File: config.mk
export PLATFORM = sky130hd
export DESIGN_NAME = utf8_punctuation_fold
export DESIGN_NICKNAME = d
export VERILOG_FILES = /design/src/rtl/core/upf_pkg.sv /design/src/rtl/core/upf_fold_logic.sv /design/src/rtl/core/upf_out_queue.sv /design/src/rtl/core/utf8_punctuation_fold.sv
export SDC_FILE = /design/constraint.sdc
export NUM_CORES = 1
export LEC_CHECK = 0
export ABC_AREA = 1
export ABC_CLOCK_PERIOD_IN_PS = 5600
export BUFFER_PORTS_ARGS = -buffer_cell sky130_fd_sc_hd__buf_2
export CAP_MARGIN = 20
export CORE_MARGIN = 5
export CORE_UTILIZATION = 40
export DETAILED_ROUTE_END_ITERATION = 10
export GPL_ROUTABILITY_DRIVEN = 0
export GPL_TIMING_DRIVEN = 0
export PLACE_DENSITY = 0.54
export SLEW_MARGIN = 20
export SYNTH_ARGS = -nofsm -noshare
export SYNTH_HDL_FRONTEND = slang
export SYNTH_SLANG_ARGS = --single-unit
File: constraint.sdc
create_clock -name clock -period 5.6 [get_ports clock]
set_input_delay 1.4 -clock clock [delete_from_list [all_inputs] [get_ports clock]]
set_output_delay 1.4 -clock clock [all_outputs]
set_load 0.005 [all_outputs]
File: src/rtl/core/upf_pkg.sv
// Package for the UTF-8 punctuation fold block: codes, result and state types,
// the fold table and the saturating counter step. No dependencies.
`timescale 1ns / 1ps

package upf_pkg;

   // Width of the internal fold counter; the result field is its low 24 bits.
   localparam int COUNT_BITS = 24;
   localparam int FIELD_BITS = 24;

   // Prefix tracking codes.
   localparam logic [1:0] PHASE_NONE  = 2'd0;
   localparam logic [1:0] PHASE_E2    = 2'd1;
   localparam logic [1:0] PHASE_E2_80 = 2'd2;

   // Line end modes.
   localparam logic [1:0] MODE_CR   = 2'd0;
   localparam logic [1:0] MODE_LF   = 2'd1;
   localparam logic [1:0] MODE_CRLF = 2'd2;

   // Byte values the logic looks for or emits.
   localparam logic [7:0] BYTE_CR      = 8'h0D;
   localparam logic [7:0] BYTE_LF      = 8'h0A;
   localparam logic [7:0] BYTE_LEAD_E2 = 8'hE2;
   localparam logic [7:0] BYTE_SEC_80  = 8'h80;
   localparam logic [7:0] BYTE_LEAD_LO = 8'hC0;
   localparam logic [7:0] BYTE_QMARK   = 8'h3F;

   typedef struct packed {
      logic                  byte_valid;
      logic [7:0]            out_byte;
      logic                  last_of_text;
      logic [FIELD_BITS-1:0] fold_count;
   } upf_result_type;

   typedef struct packed {
      logic [1:0]            phase;
      logic                  drop_lf;
      logic                  skip;
      logic [COUNT_BITS-1:0] count;
   } upf_state_type;

   // One push into the result queue: how many results and the results.
   typedef struct packed {
      logic           push;
      logic [1:0]     n_res;
      upf_result_type r0;
      upf_result_type r1;
   } upf_push_type;

   // Third byte of an E2 80 sequence to its 8-bit code; bit 8 flags a match.
   function automatic logic [8:0] fold_code(input logic [7:0] b);
      logic [8:0] r;
      case (b)
         8'h98:   r = {1'b1, 8'hD4};
         8'h99:   r = {1'b1, 8'hD5};
         8'h9C:   r = {1'b1, 8'hD2};
         8'h9D:   r = {1'b1, 8'hD3};
         8'h93:   r = {1'b1, 8'hD0};
         8'h94:   r = {1'b1, 8'hD1};
         8'hA6:   r = {1'b1, 8'hC9};
         default: r = 9'd0;
      endcase
      return r;
   endfunction

   // Counter step that stops at all ones.
   function automatic logic [COUNT_BITS-1:0] sat_inc(input logic [COUNT_BITS-1:0] c);
      logic [COUNT_BITS-1:0] r;
      r = (c == {COUNT_BITS{1'b1}}) ? c : c + {{(COUNT_BITS-1){1'b0}}, 1'b1};
      return r;
   endfunction

   // Low bits of the counter as the result field.
   function automatic logic [FIELD_BITS-1:0] count_field(input logic [COUNT_BITS-1:0] c);
      logic [31:0] wide;
      wide = 32'(c);
      return wide[FIELD_BITS-1:0];
   endfunction

endpackage

File: src/rtl/core/upf_fold_logic.sv
// Combinational next-state and result logic for one byte of the fold block.
// Depends on upf_pkg for codes, types and the fold table.
`timescale 1ns / 1ps

module upf_fold_logic (
   input  logic [7:0]            in_byte,
   input  logic                  end_of_text,
   input  logic [1:0]            line_end_mode,
   input  upf_pkg::upf_state_type state_cur,
   output upf_pkg::upf_state_type state_nxt,
   output upf_pkg::upf_result_type r0,
   output upf_pkg::upf_result_type r1,
   output logic [1:0]            n_res
);

   logic                           handled;
   logic                           skip;
   logic [1:0]                     phase;
   logic                           drop_lf;
   logic [8:0]                     fold;
   logic                           emit_a, emit_b, emit_c;
   logic                           bump_a, bump_b;
   logic [7:0]                     byte_a, byte_b;
   logic [upf_pkg::COUNT_BITS-1:0] cnt_a, cnt_b, cnt_c;
   upf_pkg::upf_result_type        res_a, res_b, res_c, res_m;

   assign fold = upf_pkg::fold_code(in_byte);

   always_comb begin
      handled = 1'b0;
      skip    = state_cur.skip;
      phase   = state_cur.phase;
      drop_lf = 1'b0;
      emit_a  = 1'b0;
      bump_a  = 1'b0;
      byte_a  = upf_pkg::BYTE_QMARK;
      emit_b  = 1'b0;
      bump_b  = 1'b0;
      byte_b  = in_byte;

      // Pending prefix: complete, fold or replace it.
      case (state_cur.phase)
         upf_pkg::PHASE_E2: begin
            if (in_byte == upf_pkg::BYTE_SEC_80) begin
               phase   = upf_pkg::PHASE_E2_80;
               handled = 1'b1;
            end else begin
               phase  = upf_pkg::PHASE_NONE;
               emit_a = 1'b1;
               bump_a = 1'b1;
               skip   = 1'b1;
            end
         end
         upf_pkg::PHASE_E2_80: begin
            phase  = upf_pkg::PHASE_NONE;
            emit_a = 1'b1;
            bump_a = 1'b1;
            if (fold[8]) begin
               byte_a  = fold[7:0];
               handled = 1'b1;
            end else begin
               skip = 1'b1;
            end
         end
         default: ;
      endcase

      // Drop continuation bytes after a replaced sequence.
      if (!handled && skip) begin
         if (in_byte[7:6] == 2'b10) handled = 1'b1;
         else                       skip    = 1'b0;
      end

      // LF right after CR in CRLF mode is dropped.
      if (!handled && state_cur.drop_lf && in_byte == upf_pkg::BYTE_LF) handled = 1'b1;

      // Plain byte handling.
      if (!handled) begin
         if (in_byte == upf_pkg::BYTE_CR) begin
            emit_b  = 1'b1;
            byte_b  = upf_pkg::BYTE_CR;
            drop_lf = (line_end_mode == upf_pkg::MODE_CRLF);
         end else if (in_byte == upf_pkg::BYTE_LF) begin
            emit_b = 1'b1;
            byte_b = upf_pkg::BYTE_CR;
         end else if (in_byte == upf_pkg::BYTE_LEAD_E2) begin
            phase = upf_pkg::PHASE_E2;
         end else if (in_byte >= upf_pkg::BYTE_LEAD_LO) begin
            emit_b = 1'b1;
            bump_b = 1'b1;
            byte_b = upf_pkg::BYTE_QMARK;
            skip   = 1'b1;
         end else begin
            emit_b = 1'b1;
         end
      end

      // A prefix still open at the end of the text gives one more '?'.
      emit_c = end_of_text && (phase != upf_pkg::PHASE_NONE);
   end

   // Running count after each possible emission.
   assign cnt_a = bump_a ? upf_pkg::sat_inc(state_cur.count) : state_cur.count;
   assign cnt_b = bump_b ? upf_pkg::sat_inc(cnt_a) : cnt_a;
   assign cnt_c = emit_c ? upf_pkg::sat_inc(cnt_b) : cnt_b;

   always_comb begin
      res_a = '{byte_valid: 1'b1, out_byte: byte_a, last_of_text: 1'b0,
                fold_count: upf_pkg::count_field(cnt_a)};
      res_b = '{byte_valid: 1'b1, out_byte: byte_b, last_of_text: 1'b0,
                fold_count: upf_pkg::count_field(cnt_b)};
      res_c = '{byte_valid: 1'b1, out_byte: upf_pkg::BYTE_QMARK, last_of_text: 1'b0,
                fold_count: upf_pkg::count_field(cnt_c)};
      res_m = '{byte_valid: 1'b0, out_byte: 8'd0, last_of_text: 1'b1,
                fold_count: upf_pkg::count_field(cnt_c)};

      // Pack the emitted results in order; at most two are ever present.
      n_res = 2'(emit_a) + 2'(emit_b) + 2'(emit_c);
      r0    = emit_a ? res_a : (emit_b ? res_b : res_c);
      r1    = (emit_a && emit_b) ? res_b : res_c;

      if (end_of_text) begin
         if (n_res == 2'd0) begin
            r0    = res_m;
            n_res = 2'd1;
         end else if (n_res == 2'd1) begin
            r0.last_of_text = 1'b1;
         end else begin
            r1.last_of_text = 1'b1;
         end
      end
   end

   // Next state; the end of the text clears everything.
   always_comb begin
      if (end_of_text) begin
         state_nxt = '0;
      end else begin
         state_nxt.phase   = phase;
         state_nxt.drop_lf = drop_lf;
         state_nxt.skip    = skip;
         state_nxt.count   = cnt_c;
      end
   end

endmodule

File: src/rtl/core/upf_out_queue.sv
// Two-entry result queue that holds the results of one byte for the output.
// Depends on upf_pkg for the result and push types.
`timescale 1ns / 1ps

module upf_out_queue (
   input  logic                    clock,
   input  logic                    reset,
   input  upf_pkg::upf_push_type   push_in,
   output logic                    can_take,
   output logic                    rsp_valid,
   input  logic                    rsp_ready,
   output upf_pkg::upf_result_type rsp_head
);

   logic [1:0]              cnt_ff, cnt_in;
   upf_pkg::upf_result_type slot0_ff, slot0_in;
   upf_pkg::upf_result_type slot1_ff, slot1_in;
   logic                    pop;

   assign rsp_valid = (cnt_ff != 2'd0);
   assign rsp_head  = slot0_ff;
   assign pop       = rsp_valid && rsp_ready;
   // A new byte's results enter only when the queue is empty or drains this cycle.
   assign can_take  = (cnt_ff == 2'd0) || (cnt_ff == 2'd1 && rsp_ready);

   always_comb begin
      cnt_in   = cnt_ff;
      slot0_in = slot0_ff;
      slot1_in = slot1_ff;
      if (push_in.push) begin
         cnt_in   = push_in.n_res;
         slot0_in = push_in.r0;
         slot1_in = push_in.r1;
      end else if (pop) begin
         cnt_in   = cnt_ff - 2'd1;
         slot0_in = slot1_ff;
      end
   end

   always_ff @(posedge clock) begin
      if (reset) cnt_ff <= 2'd0;
      else       cnt_ff <= cnt_in;
      slot0_ff <= slot0_in;
      slot1_ff <= slot1_in;
   end

endmodule

File: src/rtl/core/utf8_punctuation_fold.sv
// Top level of the UTF-8 punctuation fold block: input register, state,
// fold logic and result queue. Depends on upf_pkg, upf_fold_logic, upf_out_queue.
`timescale 1ns / 1ps

// Usage:
// Text enters one byte per item on the req_ channel (req_in_byte, with
// req_end_of_text on the final byte). Results leave on the rsp_ channel, one
// item per result. A byte gives zero, one or two results; the final byte of a
// text always gives at least one, the last carrying rsp_last_of_text.
// csr_line_end_mode is written through the csr_ channel, which is always ready;
// write it only while the block is idle.
// Path: a byte taken is held in the input register, then its results are
// registered in the result queue, from which they are offered; the byte
// waits in the input register while the queue cannot take its results.
// Throughput: one byte per cycle while the receiver takes every result; after
// a byte with two results the next byte waits while the two-entry queue drains.
// Reset clears the input register, the queue, the fold state and the mode.
// When the receiver stalls, results stay in the queue, the input register
// fills and req_ready drops until the queue can take the next byte.

module utf8_punctuation_fold (
   input  logic        clock,
   input  logic        reset,
   input  logic        req_valid,
   output logic        req_ready,
   input  logic [7:0]  req_in_byte,
   input  logic        req_end_of_text,
   output logic        rsp_valid,
   input  logic        rsp_ready,
   output logic        rsp_byte_valid,
   output logic [7:0]  rsp_out_byte,
   output logic        rsp_last_of_text,
   output logic [23:0] rsp_fold_count,
   input  logic        csr_valid,
   output logic        csr_ready,
   input  logic [1:0]  csr_line_end_mode
);

   logic                    in_valid_ff, in_valid_in;
   logic [7:0]              in_byte_ff, in_byte_in;
   logic                    in_eot_ff, in_eot_in;
   logic [1:0]              mode_ff, mode_in;
   upf_pkg::upf_state_type  state_ff, state_in, state_nxt;
   upf_pkg::upf_result_type r0, r1, head;
   logic [1:0]              n_res;
   logic                    can_take;
   logic                    advance;
   upf_pkg::upf_push_type   push;

   // Configuration register.
   assign csr_ready = 1'b1;
   assign mode_in   = (csr_valid && csr_ready) ? csr_line_end_mode : mode_ff;

   // Input register; it moves on when the queue can take its results.
   assign advance     = in_valid_ff && can_take;
   assign req_ready   = !in_valid_ff || advance;
   assign in_valid_in = (req_valid && req_ready) ? 1'b1 : (advance ? 1'b0 : in_valid_ff);
   assign in_byte_in  = (req_valid && req_ready) ? req_in_byte : in_byte_ff;
   assign in_eot_in   = (req_valid && req_ready) ? req_end_of_text : in_eot_ff;

   upf_fold_logic u_logic (
      .in_byte       (in_byte_ff),
      .end_of_text   (in_eot_ff),
      .line_end_mode (mode_ff),
      .state_cur     (state_ff),
      .state_nxt     (state_nxt),
      .r0            (r0),
      .r1            (r1),
      .n_res         (n_res)
   );

   // State advances with the item that leaves the input register.
   assign state_in = advance ? state_nxt : state_ff;

   assign push.push  = advance;
   assign push.n_res = n_res;
   assign push.r0    = r0;
   assign push.r1    = r1;

   upf_out_queue u_queue (
      .clock     (clock),
      .reset     (reset),
      .push_in   (push),
      .can_take  (can_take),
      .rsp_valid (rsp_valid),
      .rsp_ready (rsp_ready),
      .rsp_head  (head)
   );

   assign rsp_byte_valid   = head.byte_valid;
   assign rsp_out_byte     = head.out_byte;
   assign rsp_last_of_text = head.last_of_text;
   assign rsp_fold_count   = head.fold_count;

   always_ff @(posedge clock) begin
      if (reset) begin
         in_valid_ff <= 1'b0;
         mode_ff     <= upf_pkg::MODE_CR;
         state_ff    <= '0;
      end else begin
         in_valid_ff <= in_valid_in;
         mode_ff     <= mode_in;
         state_ff    <= state_in;
      end
      in_byte_ff <= in_byte_in;
      in_eot_ff  <= in_eot_in;
   end

`ifndef ASSERT_OFF
   // The end of a text leaves the block with clean state and a zero count.
   a_clear_at_end: assert property (@(posedge clock) disable iff (reset)
      advance && in_eot_ff |=> state_ff == '0)
      else $error("state not cleared after end of text");

   // The final byte of a text always yields at least one result.
   a_end_has_result: assert property (@(posedge clock) disable iff (reset)
      advance && in_eot_ff |-> n_res != 2'd0)
      else $error("end of text produced no result");

   // The prefix tracker never holds the unused code.
   a_phase_legal: assert property (@(posedge clock) disable iff (reset)
      state_ff.phase == upf_pkg::PHASE_NONE || state_ff.phase == upf_pkg::PHASE_E2 ||
      state_ff.phase == upf_pkg::PHASE_E2_80)
      else $error("illegal prefix phase");

   // Within a text the count never goes down.
   a_count_monotonic: assert property (@(posedge clock) disable iff (reset)
      advance && !in_eot_ff |=> state_ff.count >= $past(state_ff.count))
      else $error("fold count decreased within a text");
`endif

endmodule

==> impl_metrics.ini <==
[synth]
post_synth.cell_area_avg_um2 = 6.52
seq_area_frac_synth = 0.331
synthesized_cell_area_um2 = 8900
yosys_warnings = 0
postSynthNetCount = 1390
yosys.cell_types.count = 51
ys_ff_latch = 109
post_synth_inst_count = 1365

[route]
drt_pass1_iterations = 6
route.detailed.wl_per_inst_um = 18.6
ant_nets = 0
avgViaCountPerCell = 5.40
dr.first_iter.drc_count = 981
drcViolationCount = 0
wirelength_routed_mm = 31.9
dr_total_vias = 9247

[floorplanning]
die_area_um2 = 25300
initial_utilization = 0.406
die_w_um = 159
io_pins = 53
die_y_um = 159
floorplan.core_area_um2 = 21900
number_of_rows_in_the_core_area = 54

[sta]
rsz0062_at_grt = false
final_hold_viol_count = 0
final.setup.tns_ps = 0
final_max_slew_viols = 0
whs_ps = 468
timing.max_slew.rel_slack = 0.351
tightest_slew_ps = 969
finalWorstSetupSlack_ps = 451
clock-skew-final_ps = 17.0
final_min_period_over_clock_period = 0.920
clock.fmax_ghz = 0.194
final.min_clock_period_ps = 5150
final_setup_viols = 0

[clock_network]
htree_num_levels = 3
clock-sinks = 109
clock_insertion_delay_worst_skew_ps = 370
clock_transition_at_path_regs_ps = 90
clk_root_buffer_cell = sky130_fd_sc_hd__clkbuf_16
cts.path.max_buffers = 2
cts-buffers-inserted = 9
cts_hold_buffers = 0
tritoncts = built

[grt]
gr-total-overflow = 0
via_count_of_the_first_global_routing_pass = 8519
grt.total_usage = 0.245
grt_pass1_wl_mm = 49.3
grt_max_degree = 24
initial_antenna_violation_count = 0

[final_layout]
area_delta_synth_final_pct = 11.5
layout.area.seq_um2 = 2940
multiInputGateArea_um2 = 5290
final_net_count = 1452
drive_gt1_frac = 0.138
finalNonFillerCells = 1712
num-fill-cells = 2380
insertedDiodeCount = 0

[status]
status = completed

[worst_hold_path]
hold_crit_depth = 2
hp-class = reg -> reg
terminating_pin_of_the_worst_hold_path = mode_ff[1]
timing.hold.worst.start = mode_ff[1]

[power_and_ir_drop]
p_leak_nw = 4.25
power.density_nw_per_um2 = 250
worst_ir_drop_vdd_v = 0.000153
p_total_mw = 2.48

[setup_path]
crit_path_start_kind = flop
critPathKind = reg -> reg
cpMostUsedCell = sky130_fd_sc_hd__nand2_1
endpoint_kind = flop
setup.reg_to_reg.worst_slack_ps = 450
critPathMaxStageDelay_ps = 380
critPathMaxFanout = 10
cp_data_required_time_ps = 5840
reg2reg_to = u_queue.rsp_head[15]
cpMaxStageDelayCell = sky130_fd_sc_hd__dfxtp_2
startpoint_of_the_most_critical_register_to_register_path = state_ff[1]
critPathArrivalTime_ps = 5390
ff2ff_path_depth = 31

[run]
maxCapViolations = 0

[place]
hpwl_after_detailed_placement_mm = 25.6
placed_insts = 1697
place.port_buffers = 50
detailedPlace.worstSlack_ps = -156
[area by class of cell]
type	instances	share of cell area
sequential	109	0.297
clock buffer	9	0.0227
buffer	50	0.0252
timing repair buffer	52	0.0308
inverter	127	0.0482
tap	280	0.0353
multi-input combinational	1078	0.533
clock inverter	7	0.00782
[sequential cells by signal, summed over array words and instances, names as in the netlist]
name,flops
u_queue.rsp_head,34
u_queue.slot1_ff,33
state_ff,28
in_byte_ff,8
mode_ff,2
u_queue.cnt_ff,2
in_eot_ff,1
in_valid_ff,1
[timing repair]
| item | 4_1_cts | 5_1_grt |
|---|---|---|
| setup endpoints to repair | 35 | 61 |
| setup buffers | 0 | 0 |
| resized for setup | 2 | 11 |
[how the worst max path moves through the flow]
stage	to	startpoint	cells after the start	slack (ps)
after floorplan	u_queue.rsp_head[1]	state_ff[1]	35	1140
after global placement	state_ff[20]	state_ff[1]	31	-120
after detailed placement	state_ff[20]	state_ff[1]	31	-160
after CTS	u_queue.rsp_head[6]	state_ff[1]	33	50
after global routing	u_queue.rsp_head[13]	state_ff[1]	37	50
final	u_queue.rsp_head[15]	state_ff[1]	31	450
[cell usage in the layout, fill, tap and decap left out, types with 16 or more instances in the layout]
cell | Yosys | layout
sky130_fd_sc_hd__a21oi_1 | 42 | 42
sky130_fd_sc_hd__buf_2 | 5 | 55
sky130_fd_sc_hd__clkbuf_1 | 33 | 30
sky130_fd_sc_hd__dfxtp_1 | 33 | 32
sky130_fd_sc_hd__edfxtp_1 | 76 | 76
sky130_fd_sc_hd__inv_1 | 114 | 114
sky130_fd_sc_hd__nand2_1 | 483 | 481
sky130_fd_sc_hd__nand2_2 | 31 | 33
sky130_fd_sc_hd__nand3_1 | 127 | 126
sky130_fd_sc_hd__nand4_1 | 31 | 31
sky130_fd_sc_hd__nor2_1 | 144 | 143
sky130_fd_sc_hd__nor2_2 | 17 | 18
sky130_fd_sc_hd__o21ai_0 | 38 | 37
sky130_fd_sc_hd__o21ai_1 | 24 | 24
sky130_fd_sc_hd__xor2_1 | 18 | 16
[synth_stat cells (all sizes together)]
cell / number / share of area
dfxtp: 33 / 0.074
and2: 1 / 0.00070
xor2: 21 / 0.023
a22o: 2 / 0.0020
xnor2: 1 / 0.00098
nand4: 31 / 0.022
o211ai: 4 / 0.0034
o21ai: 67 / 0.040
edfxtp: 76 / 0.26
or2: 8 / 0.0056
nand3: 135 / 0.080
a21boi: 1 / 0.00084
o221ai: 11 / 0.011
a31oi: 9 / 0.0063
o22ai: 9 / 0.0063
o21a: 1 / 0.00084
nand2: 520 / 0.23
nor2: 173 / 0.089
nand3b: 2 / 0.0017
conb: 2 / 0.00084
o21bai: 2 / 0.0017
a22oi: 8 / 0.0068
o2111ai: 1 / 0.00098
clkbuf: 34 / 0.014
a32o: 3 / 0.0034
buf: 17 / 0.014
nor3: 13 / 0.0079
fa: 1 / 0.0023
inv: 124 / 0.052
clkinv: 3 / 0.0014
o31ai: 1 / 0.00084
a21oi: 43 / 0.025
ha: 8 / 0.011
[worst max-delay path, delay by kind of cell, from the launching register on]
kind | cells | cell delay, ps
and+or+nand+nor | 21 | 2660
buffers and inverters | 5 | 690
adders and majority gates | 3 | 670
DFF | 1 | 380
AOI/OAI and AO/OA | 1 | 320
xor gates and xnor gates | 1 | 260
[routing by layer]
metal | global-route usage | up-vias | share of wire
li1 | - | 4589 | -
met1 | 0.348 | 4216 | 0.45
met2 | 0.381 | 390 | 0.44
met3 | 0.0375 | 52 | 0.080
met4 | 0.0853 | 0 | 0.030
met5 | 0 | - | 0
[where the power goes]
part,switching (mW),leakage [nW],total [mW],internal (mW)
registers,0.0444,0.963,1.10,1.05
clock network,0.344,0.144,0.664,0.320
logic,0.483,3.15,0.716,0.233
[per-stage QoR]
stage | area [um^2] | util
after global placement | 9500 | 0.434
final | 9920 | 0.453
after global routing | 9920 | 0.453
after CTS | 9870 | 0.451
after floorplan | 8900 | -
after detailed placement | 9570 | 0.437
[kinds of logic (layout without fill, tap and decap cells)]
logic type,Yosys count,in the layout,share of synthesized area
flops,109,109,0.331
fa+ha+maj,9,9,0.0135
xor+xnor,22,22,0.0242
compound gates,162,162,0.109
buf+inv,178,245,0.0820
other cells,2,2,0.000844
simple gates,883,883,0.440
(Power assumes the default switching activity.)
